--- src/hw/rtl/mra_pkg.sv ---
// types and constants of the masked roi mean accumulator
// no dependencies
package mra_pkg;

    localparam int unsigned MaxVoxels = 16777216;
    localparam int unsigned CountW    = 25;
    localparam int unsigned TermW     = 50;
    localparam int unsigned QueueDepth = 4;

    // register indexes
    localparam logic [2:0] RegMaskThreshold = 3'd0;
    localparam logic [2:0] RegRangeLow      = 3'd1;
    localparam logic [2:0] RegRangeHigh     = 3'd2;
    localparam logic [2:0] RegRangeEnable   = 3'd3;
    localparam logic [2:0] RegDefinedOnly   = 3'd4;
    localparam logic [2:0] RegWeightMode    = 3'd5;
    localparam logic [2:0] RegMaskAbsolute  = 3'd6;
    localparam logic [2:0] RegMeanScale     = 3'd7;

    // classified item passed from front to back
    typedef struct packed {
        logic signed [TermW-1:0] term;
        logic                    counted;
        logic                    last;
        logic                    prev_ok;
    } t_item;

    // filter settings seen by the front
    typedef struct packed {
        logic signed [31:0] mask_threshold;
        logic signed [31:0] range_low;
        logic signed [31:0] range_high;
        logic               range_enable;
        logic               defined_only;
        logic               weight_mode;
        logic               mask_absolute;
    } t_filter;

    // one frame result
    typedef struct packed {
        logic        [15:0]       frame_number;
        logic signed [63:0]       frame_sum;
        logic        [CountW-1:0] voxel_count;
        logic signed [31:0]       frame_mean;
        logic signed [31:0]       mean_difference;
        logic                     frame_empty;
        logic                     saturated;
    } t_result;

endpackage

--- src/hw/rtl/mra_queue.sv ---
// short fifo of classified items between front and back
// depends on mra_pkg
module mra_queue (
    input  logic           i_clk,
    input  logic           i_rst_n,
    input  logic           i_push,
    input  mra_pkg::t_item i_item,
    output logic           o_full,
    input  logic           i_pop,
    output logic           o_valid,
    output mra_pkg::t_item o_item
);
    import mra_pkg::*;

    localparam int unsigned AW = $clog2(QueueDepth);

    t_item         r_mem [QueueDepth];
    logic [AW-1:0] r_wp, r_rp;
    logic [AW:0]   r_cnt;

    assign o_full  = (r_cnt == (AW+1)'(QueueDepth));
    assign o_valid = (r_cnt != '0);
    assign o_item  = r_mem[r_rp];

    // pointers and fill level
    always_ff @(posedge i_clk) begin
        if (!i_rst_n) begin
            r_wp  <= '0;
            r_rp  <= '0;
            r_cnt <= '0;
        end else begin
            if (i_push) begin
                r_wp <= r_wp + 1'b1;
            end
            if (i_pop) begin
                r_rp <= r_rp + 1'b1;
            end
            r_cnt <= r_cnt + (AW+1)'(i_push) - (AW+1)'(i_pop);
        end
    end

    // storage
    always_ff @(posedge i_clk) begin
        if (i_push) begin
            r_mem[r_wp] <= i_item;
        end
    end

endmodule

--- config.mk ---
export PLATFORM = sky130hd
export DESIGN_NAME = mra_queue
export DESIGN_NICKNAME = d
export VERILOG_FILES = /design/src/hw/rtl/mra_pkg.sv /design/src/hw/rtl/mra_queue.sv
export SDC_FILE = /design/constraint.sdc
export NUM_CORES = 1
export LEC_CHECK = 0
export BUFFER_PORTS_ARGS = -buffer_cell sky130_fd_sc_hd__buf_2
export CAP_MARGIN = 20
export CORE_UTILIZATION = 50
export DETAILED_ROUTE_END_ITERATION = 10
export GPL_TIMING_DRIVEN = 0
export PLACE_DENSITY = 0.71
export SETUP_SLACK_MARGIN = 0.3
export SLEW_MARGIN = 20
export SYNTH_ARGS = -nofsm -noshare
export SYNTH_HDL_FRONTEND = slang
export SYNTH_SLANG_ARGS = --single-unit
--- constraint.sdc ---
create_clock -name i_clk -period 2.72 [get_ports i_clk]
set_input_delay 0.136 -clock i_clk [delete_from_list [all_inputs] [get_ports i_clk]]
set_output_delay 0.136 -clock i_clk [all_outputs]
set_load 0.1 [all_outputs]
# Word level (Yosys, flattened, before mapping)
# Memories as Yosys holds them, arrays and structs flattened. A register that Yosys moved wholly into a read port is not among the register bits.
# Cells that the tools add are included.
[word_totals]
ramBits = 212
memories = 1
word_cells = 14
out_inout_bits = 55
inputBits = 57
regBits = 7
[classes]
reduce_logical = 1
mux = 4
n_eq_ne = 1
addsub = 4
[memory_table]
columns = ["memory", "depth", "word_bits", "rd", "rd_clocked_by_memory_dff", "write_ports", "line", "rtl"]
rows = [
  ["r_mem", 4, 53, 1, 1, 1, "mra_queue.sv:17", "t_item r_mem [QueueDepth];"],
]
[op_table]
columns = ["op", "n"]
rows = [
  ["adder 2 x 1 -> 2 bit, second input constant", 2],
  ["2-to-1 mux 2 bit", 2],
  ["adder 3 x 1 -> 3 bit", 1],
  ["== test 3 bit, second input constant", 1],
  ["nonzero test 3 bit", 1],
  ["subtractor 3 x 1 -> 3 bit", 1],
  ["2-to-1 mux 1 bit", 2],
]

# Depth between registers and ports, before layout
[logic_depth]
word_depth = 3
mapped_depth = 7
mapped_depth_nobuf = 7

# Least setup slack after synthesis
# No wires, ideal clock.
[synth_path]
path_type = "flip-flop to flip-flop"
from = "register r_wp[0]"
to = "memory r_mem[2][0] (netlist bit) (enable)"
arrival_ns = 1.802
slack_ns = 0.502
path_stages_with_launch = 4
path_cell_list = "dfxtp_1 > inv_1 > ha_1 > and2_1"
[synth_lines]
columns = ["item", "line", "rtl"]
rows = [
  ["from (decl)", "mra_queue.sv:18", "logic [AW-1:0] r_wp, r_rp;"],
  ["from (signal assigned)", "mra_queue.sv:33", "r_wp <= r_wp + 1'b1;"],
  ["to (decl)", "mra_queue.sv:17", ""],
]
# No word-level cell before the write port.

==> reports/summary.txt <==
Outcome - completed
Layout area overhead - 27.42%
H-tree levels - 1
Distinct cells, synth - 21
Die area - 16830 um^2
Clk pwr share - 0.343
CTS Sinks - 221
P_sw - 0.002506 W
Critical path's slowest cell - mux4_2
Initial antenna violation count - 0
WP buf/inv - 3
Remaining antenna violation count - 0
FMAX - 0.4686 GHz
Data required, critical path - 2.58 ns
# Post-CTS Setup Buffers - 0
Kind of critical path - register to output port
Fin util - 0.6541
Port Buffers - 111
CP max stage delay - 0.52 ns
Pin count of the biggest net entering global routing - 31
Post-route DRC - 0
Worst rel slew slack - 0.6624
Gr ovfl total - 0
Flop pwr share - 0.457
CTS tree - yes
Final-report hold violation count - 0
CTS max path bufs - 3
Clk_skew - 0.004788 ns
Critical Path Source Type - register
Setup_tns - 0 ns
Post-route cell area - 10390 um^2
First-pass GRT wire length - 21400 um
Clock root cell - clkbuf_16
Layout Nets - 579
Max cap viols - 0
Place WS - 0.8879 ns
HP Class - primary input to register
Top_reg_cell synth - edfxtp_1
P_int - 0.006148 W
Total track usage - 0.1709
Area after DPL - 9071 um^2
Die width - 129.7 um
Routability congestion estimate - 0.7117
Crit. End Element - output port
Largest delay contributor family on the critical path - buffers and inverters
VDD IR max - 593.8 uV
Fin crit period - 2.134 ns
DIE HEIGHT - 129.7 um
Drt first pass iters - 4
Largest area contributor in the netlist - edfxtp_1
Ys async rst share - 0
Pwr dens - 832.8 nW/um^2
Worst Path Max Fanout - 10
Final wirelength - 13730 um
Average size of a mapped cell - 25.49 um^2
Clk_lat worst skew - 0.49 ns
Core area - 15890 um^2
Switching Fraction - 0.2896
Avg WL per Cell - 18.38 um
Vias/cell - 5.118
Initial Util - 0.5134
Layout cells sized above 1 - 0.4068
Syn. warnings - 0
Diode count - 0
Fin. max-slew vios - 0
CTS clk-pin slew, worst paths - 0.06 ns
Yosys reg bits - 221
Setup ws final - 0.5859 ns
Period utilization - 0.7846
RSZ-0062 raised after global routing - false
Post-Syn Area - 8155 um^2
Combinational group share of total power - 0.200
Leak Pwr - 3.621 nW
Syn Nets - 384
Largest cells by area after synthesis - edfxtp_1 78%, mux4_2 14%, dfxtp_1 2.2%
Cell count after synthesis - 320
HPWL after DPL - 8205 um
Non-Filler Instances - 747
Detailed Route Iter0 Violations - 238
Yosys top cell area share - 0.7806
EDFF count, synth - 212
Number of CTS-inserted buffers - 23
Slew @ Worst Pin - 0.5099 ns
IO Pins - 112
Placed instance count - 651
Number of global-route vias before repair - 4115
Critical Path AT - 2.00 ns
Row count - 46
Worst-path cell chain - buf_6, buf_12, mux4_2, clkbuf_4
Seq/Total Area, Yosys - 0.8027
Setup violators final - 0
Vias - 3823
==> worst min-delay path: stages <==
cell and delay [ns]:
buf_2 0.18, mux2i_1 0.10, nor2_1 0.07
==> synth_stat cells (all sizes together) (2+ instances only) <==
library cell / number
mux4: 53
dfxtp: 9
inv: 7
edfxtp: 212
ha: 6
xnor2: 2
nor2: 5
and2: 6
buf: 11
==> sequential cells by signal, indices dropped and copies added (netlist names), named ones only <==
register  flops
r_mem       212
r_wp          2
r_rp          2
r_cnt         3
==> worst paths after layout <==
| kind | to | start | slack [ns] | cells past startpoint |
|---|---|---|---|---|
| worst max-delay path | o_item[30] | register | 0.59 | 4 |
| worst min-delay path | r_wp[1]$_SDFFE_PN0P_ | i_push | 0.04 | 3 |
| worst max register to register | r_cnt[2]$_SDFF_PN0_ | r_cnt[0]$_SDFF_PN0_ | 0.93 | 7 |
| worst min register to register | register | r_rp[1]$_SDFFE_PN0P_ | 0.55 | 2 |
==> layout by cell type, fill, tap and decap left out, types with 3 or more instances in the layout <==
cell type,Yosys,final
and2_4,0,4
buf_12,5,9
buf_2,5,101
clkbuf_16,0,23
clkbuf_4,0,15
clkinv_1,0,5
clkinv_2,0,5
dfxtp_1,9,9
dlygate4sd3_1,0,55
edfxtp_1,212,212
ha_1,6,6
inv_1,7,7
mux4_1,3,3
mux4_2,50,50
nor2_1,5,5
==> metal layers <==
layer,global-route usage,routed length (um),up-vias
met3,0.03649,689,17
met1,0.2202,5712,1960
met5,0,0,-
li1,-,-,1753
met2,0.2969,7175,93
met4,0.04651,152,0
==> power by group through the flow <==
stage	clock (W)	sequential, W	combinational, W
after detailed placement	0	0.00403	0.00167
final	0.00297	0.00395	0.00173
after floorplan	0	0.00402	0.00137
after global routing	0.00319	0.00396	0.00180
after CTS	0.00303	0.00395	0.00173
after global placement	0	0.00403	0.00162
==> final cells by class <==
cell class,instances,area (um^2)
fill,1078,5494
clock buffer,27,610.6
clock inverter,14,120.1
tap,216,270.3
multi-input combinational,80,1453
timing repair buffer,170,1224
buffer,12,141.4
inverter,7,26.28
sequential,221,6546
==> repair_timing <==
item	4_1_cts	5_1_grt
hold endpoints to repair	218	0
endpoints found under the setup margin	0	42
resized for setup	0	17
hold buffers	55	0
==> logic make-up after synthesis <==
logic type / Yosys count / synth area share
adder cells (fa/ha/maj): 7 / 0.01166
XOR/XNOR: 3 / 0.005063
AND/OR/NAND/NOR: 14 / 0.009361
flip-flops: 221 / 0.8027
multiplexers: 54 / 0.1490
AO/OA/AOI/OAI: 2 / 0.001841
buffers and inverters: 19 / 0.02041
==> per-stage QoR <==
step,total power [W],hold WS [ns]
4_1_cts,0.008715,0.02538
6_report,0.008654,0.03699
3_5_place_dp,0.005692,0.3521
5_1_grt,0.008949,0.06449
2_1_floorplan,0.005386,0.2349
3_3_place_gp,0.005649,0.3449
Power figures use the tool's default switching activity.
