--- src/hw/rtl/mra_pkg.sv ---
// types and constants of the masked roi mean accumulator
// no dependencies
package mra_pkg;

    localparam int unsigned MaxVoxels = 16777216;
    localparam int unsigned CountW    = 25;
    localparam int unsigned TermW     = 50;
    localparam int unsigned QueueDepth = 4;

    // register indexes
    localparam logic [2:0] RegMaskThreshold = 3'd0;
    localparam logic [2:0] RegRangeLow      = 3'd1;
    localparam logic [2:0] RegRangeHigh     = 3'd2;
    localparam logic [2:0] RegRangeEnable   = 3'd3;
    localparam logic [2:0] RegDefinedOnly   = 3'd4;
    localparam logic [2:0] RegWeightMode    = 3'd5;
    localparam logic [2:0] RegMaskAbsolute  = 3'd6;
    localparam logic [2:0] RegMeanScale     = 3'd7;

    // classified item passed from front to back
    typedef struct packed {
        logic signed [TermW-1:0] term;
        logic                    counted;
        logic                    last;
        logic                    prev_ok;
    } t_item;

    // filter settings seen by the front
    typedef struct packed {
        logic signed [31:0] mask_threshold;
        logic signed [31:0] range_low;
        logic signed [31:0] range_high;
        logic               range_enable;
        logic               defined_only;
        logic               weight_mode;
        logic               mask_absolute;
    } t_filter;

    // one frame result
    typedef struct packed {
        logic        [15:0]       frame_number;
        logic signed [63:0]       frame_sum;
        logic        [CountW-1:0] voxel_count;
        logic signed [31:0]       frame_mean;
        logic signed [31:0]       mean_difference;
        logic                     frame_empty;
        logic                     saturated;
    } t_result;

endpackage

--- src/hw/rtl/mra_front.sv ---
// front: takes voxel transactions, applies the filter tests, forms the weighted term
// depends on mra_pkg
module mra_front (
    input  logic                i_clk,
    input  logic                i_rst_n,
    input  mra_pkg::t_filter    i_flt,
    input  logic                i_valid,
    output logic                o_ready,
    input  logic signed [31:0]  i_voxel_value,
    input  logic                i_voxel_ok,
    input  logic signed [31:0]  i_mask_value,
    input  logic                i_frame_end,
    input  logic                i_prev_frame_counted,
    output logic                o_push,
    output mra_pkg::t_item      o_item,
    input  logic                i_full
);
    import mra_pkg::*;

    logic               r_valid;
    logic signed [64:0] r_prod;
    logic               r_counted, r_last, r_prev_ok;

    logic signed [32:0] msk;
    logic               pass, counted, acc;
    logic signed [64:0] n_prod, rounded;

    // filter tests
    always_comb begin
        msk = {i_mask_value[31], i_mask_value};
        if (i_flt.mask_absolute && i_mask_value[31]) begin
            msk = -msk;
        end
        pass = 1'b1;
        if (i_flt.range_enable) begin
            pass = (i_voxel_value > i_flt.range_low) && (i_voxel_value < i_flt.range_high);
        end
        if (i_flt.defined_only) begin
            pass = pass && i_voxel_ok && (i_voxel_value != 32'sd0);
        end
        counted = pass && (i_flt.weight_mode ||
                           (msk > $signed({i_flt.mask_threshold[31], i_flt.mask_threshold})));
        // plain voxels ride as voxel << 16 so the same truncation returns them
        if (i_flt.weight_mode) begin
            n_prod = 65'(i_voxel_value * msk);
        end else begin
            n_prod = {{17{i_voxel_value[31]}}, i_voxel_value, 16'd0};
        end
    end

    assign o_ready = !r_valid || !i_full;
    assign acc     = i_valid && o_ready;
    assign o_push  = r_valid && !i_full;

    // stage register after the multiplier
    always_ff @(posedge i_clk) begin
        if (!i_rst_n) begin
            r_valid <= 1'b0;
        end else if (acc) begin
            r_valid <= 1'b1;
        end else if (o_push) begin
            r_valid <= 1'b0;
        end
        if (acc) begin
            r_prod    <= n_prod;
            r_counted <= counted;
            r_last    <= i_frame_end;
            r_prev_ok <= i_prev_frame_counted;
        end
    end

    // shift by 16 rounding toward zero
    always_comb begin
        rounded = r_prod[64] ? ((r_prod + 65'sd65535) >>> 16) : (r_prod >>> 16);
        o_item.term    = rounded[TermW-1:0];
        o_item.counted = r_counted;
        o_item.last    = r_last;
        o_item.prev_ok = r_prev_ok;
    end

endmodule

--- config.mk ---
export PLATFORM = sky130hd
export DESIGN_NAME = mra_front
export DESIGN_NICKNAME = d
export VERILOG_FILES = /design/src/hw/rtl/mra_pkg.sv /design/src/hw/rtl/mra_front.sv
export SDC_FILE = /design/constraint.sdc
export NUM_CORES = 2
export LEC_CHECK = 0
export BUFFER_PORTS_ARGS = -buffer_cell sky130_fd_sc_hd__buf_2
export CAP_MARGIN = 40
export CORE_UTILIZATION = 50
export CTS_BUF_LIST = sky130_fd_sc_hd__clkbuf_4 sky130_fd_sc_hd__clkbuf_8 sky130_fd_sc_hd__clkbuf_16
export DETAILED_ROUTE_END_ITERATION = 16
export PLACE_DENSITY = 0.67
export SLEW_MARGIN = 20
export SYNTH_ARGS = -nofsm -noshare
export SYNTH_HDL_FRONTEND = slang
export SYNTH_SLANG_ARGS = --single-unit
export TNS_END_PERCENT = 1
--- constraint.sdc ---
create_clock -name i_clk -period 12.43 [get_ports i_clk]
set_input_delay 1.8645 -clock i_clk [delete_from_list [all_inputs] [get_ports i_clk]]
set_output_delay 1.8645 -clock i_clk [all_outputs]
set_load 0.02 [all_outputs]
After elaboration in Yosys (flattened, before gate mapping):

Cells that the tools add are included.

* $add $sub $neg: 2
* $mul: 1
* divide/modulo/power cells: 0
* $lt $le $gt $ge: 3
* equal/unequal tests: 0
* shift operators: 0
* muxes and demuxes: 7
* bitwise logic cells: 0
* reduce and logical (&&, ||, !) cells: 13

Operators by type and width (number)
* $add A65 B17 Y65 const B: 1
* $mul A32 B33 Y65: 1
* $mux W65: 1
* $mux W50: 1
* $gt A33 B32 Y1: 1
* $mux W33: 1
* $neg A32 Y33: 1
* $gt A32 B32 Y1: 1
* $lt A32 B32 Y1: 1
* $reduce_bool A32 Y1: 1
* $logic_and A1 B1 Y1: 7
* $mux W1: 4
* $logic_not A1 Y1: 2
* $logic_or A1 B1 Y1: 2
* $reduce_bool A2 Y1: 1

* bits in registers: 69
* bits in latches: 0
* memory bits (writable): 0
* bits in read-only memories: 0
* bits of input ports: 171
* output and inout bits: 55
* word-level logic and storage cells: 32
* memories kept: 0

Logic depth before layout (Yosys ltp):

* word-level depth: 7
* depth in mapped cells: 37
* depth with buffers taken out: 36

Worst setup path after synthesis:

OpenSTA, ideal clock, no wires.

* kind: input to register
* from: input i_mask_value[0]
* to: register r_prod[64] (data pin)
* library setup time: 0.136 ns
* data arrival time: 10.054 ns
* required time: 12.294 ns
* slack: 2.240 ns
* cell stages on the path: 30
* path buffers: 2
* cells stage by stage: nor3_1 -> and3b_1 -> nand2_1 -> nor4_2 -> a31oi_1 -> o41ai_2 -> and2_1 -> buf_2 -> nand2_1 -> fa_1 -> inv_1 -> fa_1 -> fa_1 -> inv_1 -> fa_1 -> inv_1 -> fa_1 -> fa_1 -> fa_1 -> fa_1 -> ha_1 -> clkbuf_1 -> nand2_1 -> or4_1 -> o22ai_1 -> a211o_1 -> a31oi_2 -> o21a_1 -> or4_1 -> nand3_1

* cells in the longest elaborated chain, start to end: 4

Ends and longest elaborated chain
* start, declared: RTL line mra_front.sv:11 `input logic signed [31:0] i_mask_value,`
* $neg A32 Y33: RTL line mra_front.sv:32 `msk = -msk;`
* $mux W33 *: RTL line mra_front.sv:31 `if (i_flt.mask_absolute && i_mask_value[31]) begin`
* $mul A32 B33 Y65 *: RTL line mra_front.sv:45 `n_prod = 65'(i_voxel_value * msk);`
* $mux W65 *: RTL line mra_front.sv:44 `if (i_flt.weight_mode) begin`
* named net n_prod[64]: RTL line mra_front.sv:26 `logic signed [64:0] n_prod, rounded;`
* end signal, assigned: RTL line mra_front.sv:65 `r_prod <= n_prod;`
* end, declared: RTL line mra_front.sv:21 `logic signed [64:0] r_prod;`

Mark *: on every way through the listed nets, which the timed path passes. The rest lies on a longest branch.
A chain may end at the register's enable or synchronous reset.

Worst setup path after layout:

Ends and elaborated chain as after synthesis.

==> impl_metrics.py <==
metrics = {
    "floorplanning": {
        "chipHeight_um": 300,
        "initial_core_util": 0.508,
        "ios": 226,
        "die_w_um": 300,
        "coreArea_um2": 87300,
        "die_area_um2": 89800,
        "fp-row-count": 108,
    },
    "timing": {
        "grt_setup_unrepaired": "no",
        "worst_slew_pin_slew_ps": 925,
        "finalSetupTns_ps": 0,
        "period_needed_ps": 11480,
        "fmax_ghz": 0.0871,
        "post-route-period-util": 0.924,
        "final-hold-violation-count": 0,
        "setup_viol": 0,
        "finalWorstSetupSlack_ps": 950,
        "slew_headroom": 0.380,
        "clock_skew_ps": 4.08,
        "maxSlewViolCount": 0,
    },
    "detailed_routing": {
        "ant_nets": 0,
        "wirelength_mm": 136,
        "routedWlPerCell_um": 22.4,
        "num_vias": 33802,
        "drc": 0,
        "dr.pass1.iters": 5,
        "vias_per_cell": 5.55,
        "drt-initial-drc-count": 2191,
    },
    "synthesis": {
        "postSynthAreaPerCell_um2": 9.15,
        "yosysWarnings": 0,
        "synthesis.nets": 6408,
        "yosysSeqAreaShare": 0.0465,
        "synthMuxAreaShare": 0.00582,
        "ys_types": 72,
        "synth_ff_type": "edfxtp_1",
        "async_reset_ff_frac": 0,
        "synth_edf_count": 68,
        "syn_area_um2": 44300,
        "ys_ff_latch": 69,
        "synth_compound_area_frac": 0.0509,
        "synthCells": 4842,
        "synthSimpleGateAreaFrac": 0.167,
        "yosys.area_share.adder": 0.582,
        "synth_top_family_by_area": "adder cells",
        "synthXorXnorAreaFrac": 0.0283,
    },
    "placed_design": {
        "port_buffers": 225,
        "dpl_cell_area_um2": 47000,
        "dp.cells": 6065,
        "dp_hpwl_mm": 110,
        "gp_congestion": 0.945,
        "pre_cts_slack_ps": 768,
    },
    "critical_path": {
        "critPathCaptureType": "flip-flop",
        "required_ps": 12630,
        "slowest_delay_ps": 580,
        "r2r-end": "r_prod[60]$_DFFE_PP_",
        "reg2reg_slack_ps": 10930,
        "setup.worst_path.end": "r_prod[64]$_DFFE_PP_",
        "critPathMaxFanout": 31,
        "critical_path_class": "in2reg",
        "path_delay_family": "adder cells",
        "cp_num_cells": 33,
        "crit_start": "i_mask_value[0]",
        "arrival_ps": 11680,
        "ff2ff_path_depth": 4,
        "crit_top_cell": "fa_1",
        "start_kind": "input pin",
        "worst-path-buf-inv": 5,
        "cp_slowest_cell": "fa_1",
        "rr_startpoint": "r_valid$_SDFFE_PN0P_",
    },
    "cells_and_area": {
        "final_area_um2": 47300,
        "nFillCells": 8067,
        "regArea_um2": 2060,
        "fin_cells": 6086,
        "area_growth_pct": 6.82,
        "layout-drive-gt1-share": 0.0826,
        "multi_input_area_um2": 37200,
        "nets": 6487,
    },
    "flow_run": {
        "max_cap_viol_count": 0,
    },
    "clocking": {
        "cts_tree": "yes",
        "hold_buffers": 0,
        "cts.sinks": 69,
        "clockRootBuffer": "clkbuf_16",
        "clkTransAtPathRegs_ps": 60,
        "ctsResizeCount": 0,
        "clk-insertion-delay-late_ps": 340,
        "numCtsBuffers": 9,
        "cts_buffer_depth": 2,
        "ctsHtreeMaxLevel": 3,
        "post_cts_buffers": 0,
    },
    "global_route": {
        "grt_max_degree": 51,
        "grt_pass1_vias": 37664,
        "overflow": 0,
        "grt_usage": 0.319,
        "antenna_found_initial": 9,
        "grt_pass1_wl_mm": 216,
    },
    "run_status": {
        "status": "finished, final reports clean",
    },
    "min_path": {
        "min_from": "r_valid$_SDFFE_PN0P_",
        "hp-class": "reg2reg",
    },
}
## stage by stage
stage / hold slack [ps] / utilization
2_1_floorplan: 487 / -
3_3_place_gp: 506 / 0.536
3_5_place_dp: 513 / 0.539
4_1_cts: 528 / 0.542
5_1_grt: 575 / 0.542
6_report: 519 / 0.542
## Yosys cell counts, types with 4 or more instances
cell          n  area (um2)
a2111oi_0     4        35.0
a211oi_1     10        75.1
a21o_1       61         458
a21oi_1     101         505
a31oi_1      22         138
and2_1      528        3300
and3_1       37         231
buf_1         5        18.8
buf_2         5        25.0
buf_4         5        37.5
clkbuf_1    240         901
edfxtp_1     68        2040
fa_1       1112       22300
ha_1        283        3540
inv_1      1143        4290
mux2_2       22         248
nand2_1     582        2180
nand2b_1     13        81.3
nand3_1      34         170
nand4_1      46         288
nor2_1      102         383
nor2b_1      36         225
nor3_1       28         140
nor4_1       26         163
o211ai_1      7        52.6
o21a_1       15         113
o21ai_0      51         255
o21ai_1      18        90.1
o21bai_1     15         113
o31ai_1       5        37.5
o41ai_1       4        35.0
or3_1         4        25.0
or4_1         7        52.6
xnor2_1      84         736
xor2_1       59         517
## worst min path at each step
stage,to,cells past startpoint
2_1_floorplan,r_valid$_SDFFE_PN0P_,2
3_3_place_gp,r_valid$_SDFFE_PN0P_,2
3_5_place_dp,r_valid$_SDFFE_PN0P_,2
4_1_cts,r_valid$_SDFFE_PN0P_,2
5_1_grt,r_valid$_SDFFE_PN0P_,2
6_report,r_valid$_SDFFE_PN0P_,2
## state kept, by name (all words and copies together), names as in the netlist
name and count:
r_valid 1, r_prod 65, r_counted 1, r_prev_ok 1, r_last 1
## routing by layer
layer  share of wire  up-vias  track usage
li1                -    14464            -
met1            0.36    17464        0.379
met2            0.50     1439        0.560
met3           0.069      427       0.0460
met4           0.062        8        0.164
met5         0.00042        -            0
## final cells by class
class,instances,area share
sequential,69,0.0436
clock buffer,9,0.00476
multi-input combinational,3372,0.785
timing repair buffer,323,0.0427
antenna,5,0.000264
clock inverter,7,0.00209
tap,1155,0.0305
inverter,1146,0.0909
## cell usage in the layout (no fill, tap or decap), drive strengths merged, types with 7 or more instances in the layout
cell,instances
o211ai,7
nor4,27
or4,7
ha,283
nor3,28
a21oi,101
a211oi,10
nor2,102
o21a,15
mux2,22
buf,323
o21bai,15
nor2b,36
nand2,582
clkbuf,9
a31oi,23
inv,1146
and3,38
a21o,61
xor2,59
nand4,46
nand2b,13
nand3,34
xnor2,84
and2,529
o21ai,69
edfxtp,68
fa,1112
## kinds of logic after synthesis
group,after synthesis
xor gates and xnor gates,143
muxes,23
and+or+nand+nor,1462
buffers and inverters,1401
adders and majority gates,1395
DFF,69
AOI/OAI and AO/OA,349
## worst min-delay path, delay by kind of cell, from the launching register on
family	cells	cell delay, ps
AO/OA/AOI/OAI	1	60
flip-flops	1	330
AND/OR/NAND/NOR	1	90
Power is left out: the tool's default activity adds up to more than one toggle a clock period on the data nets, which glitch-free logic cannot reach.
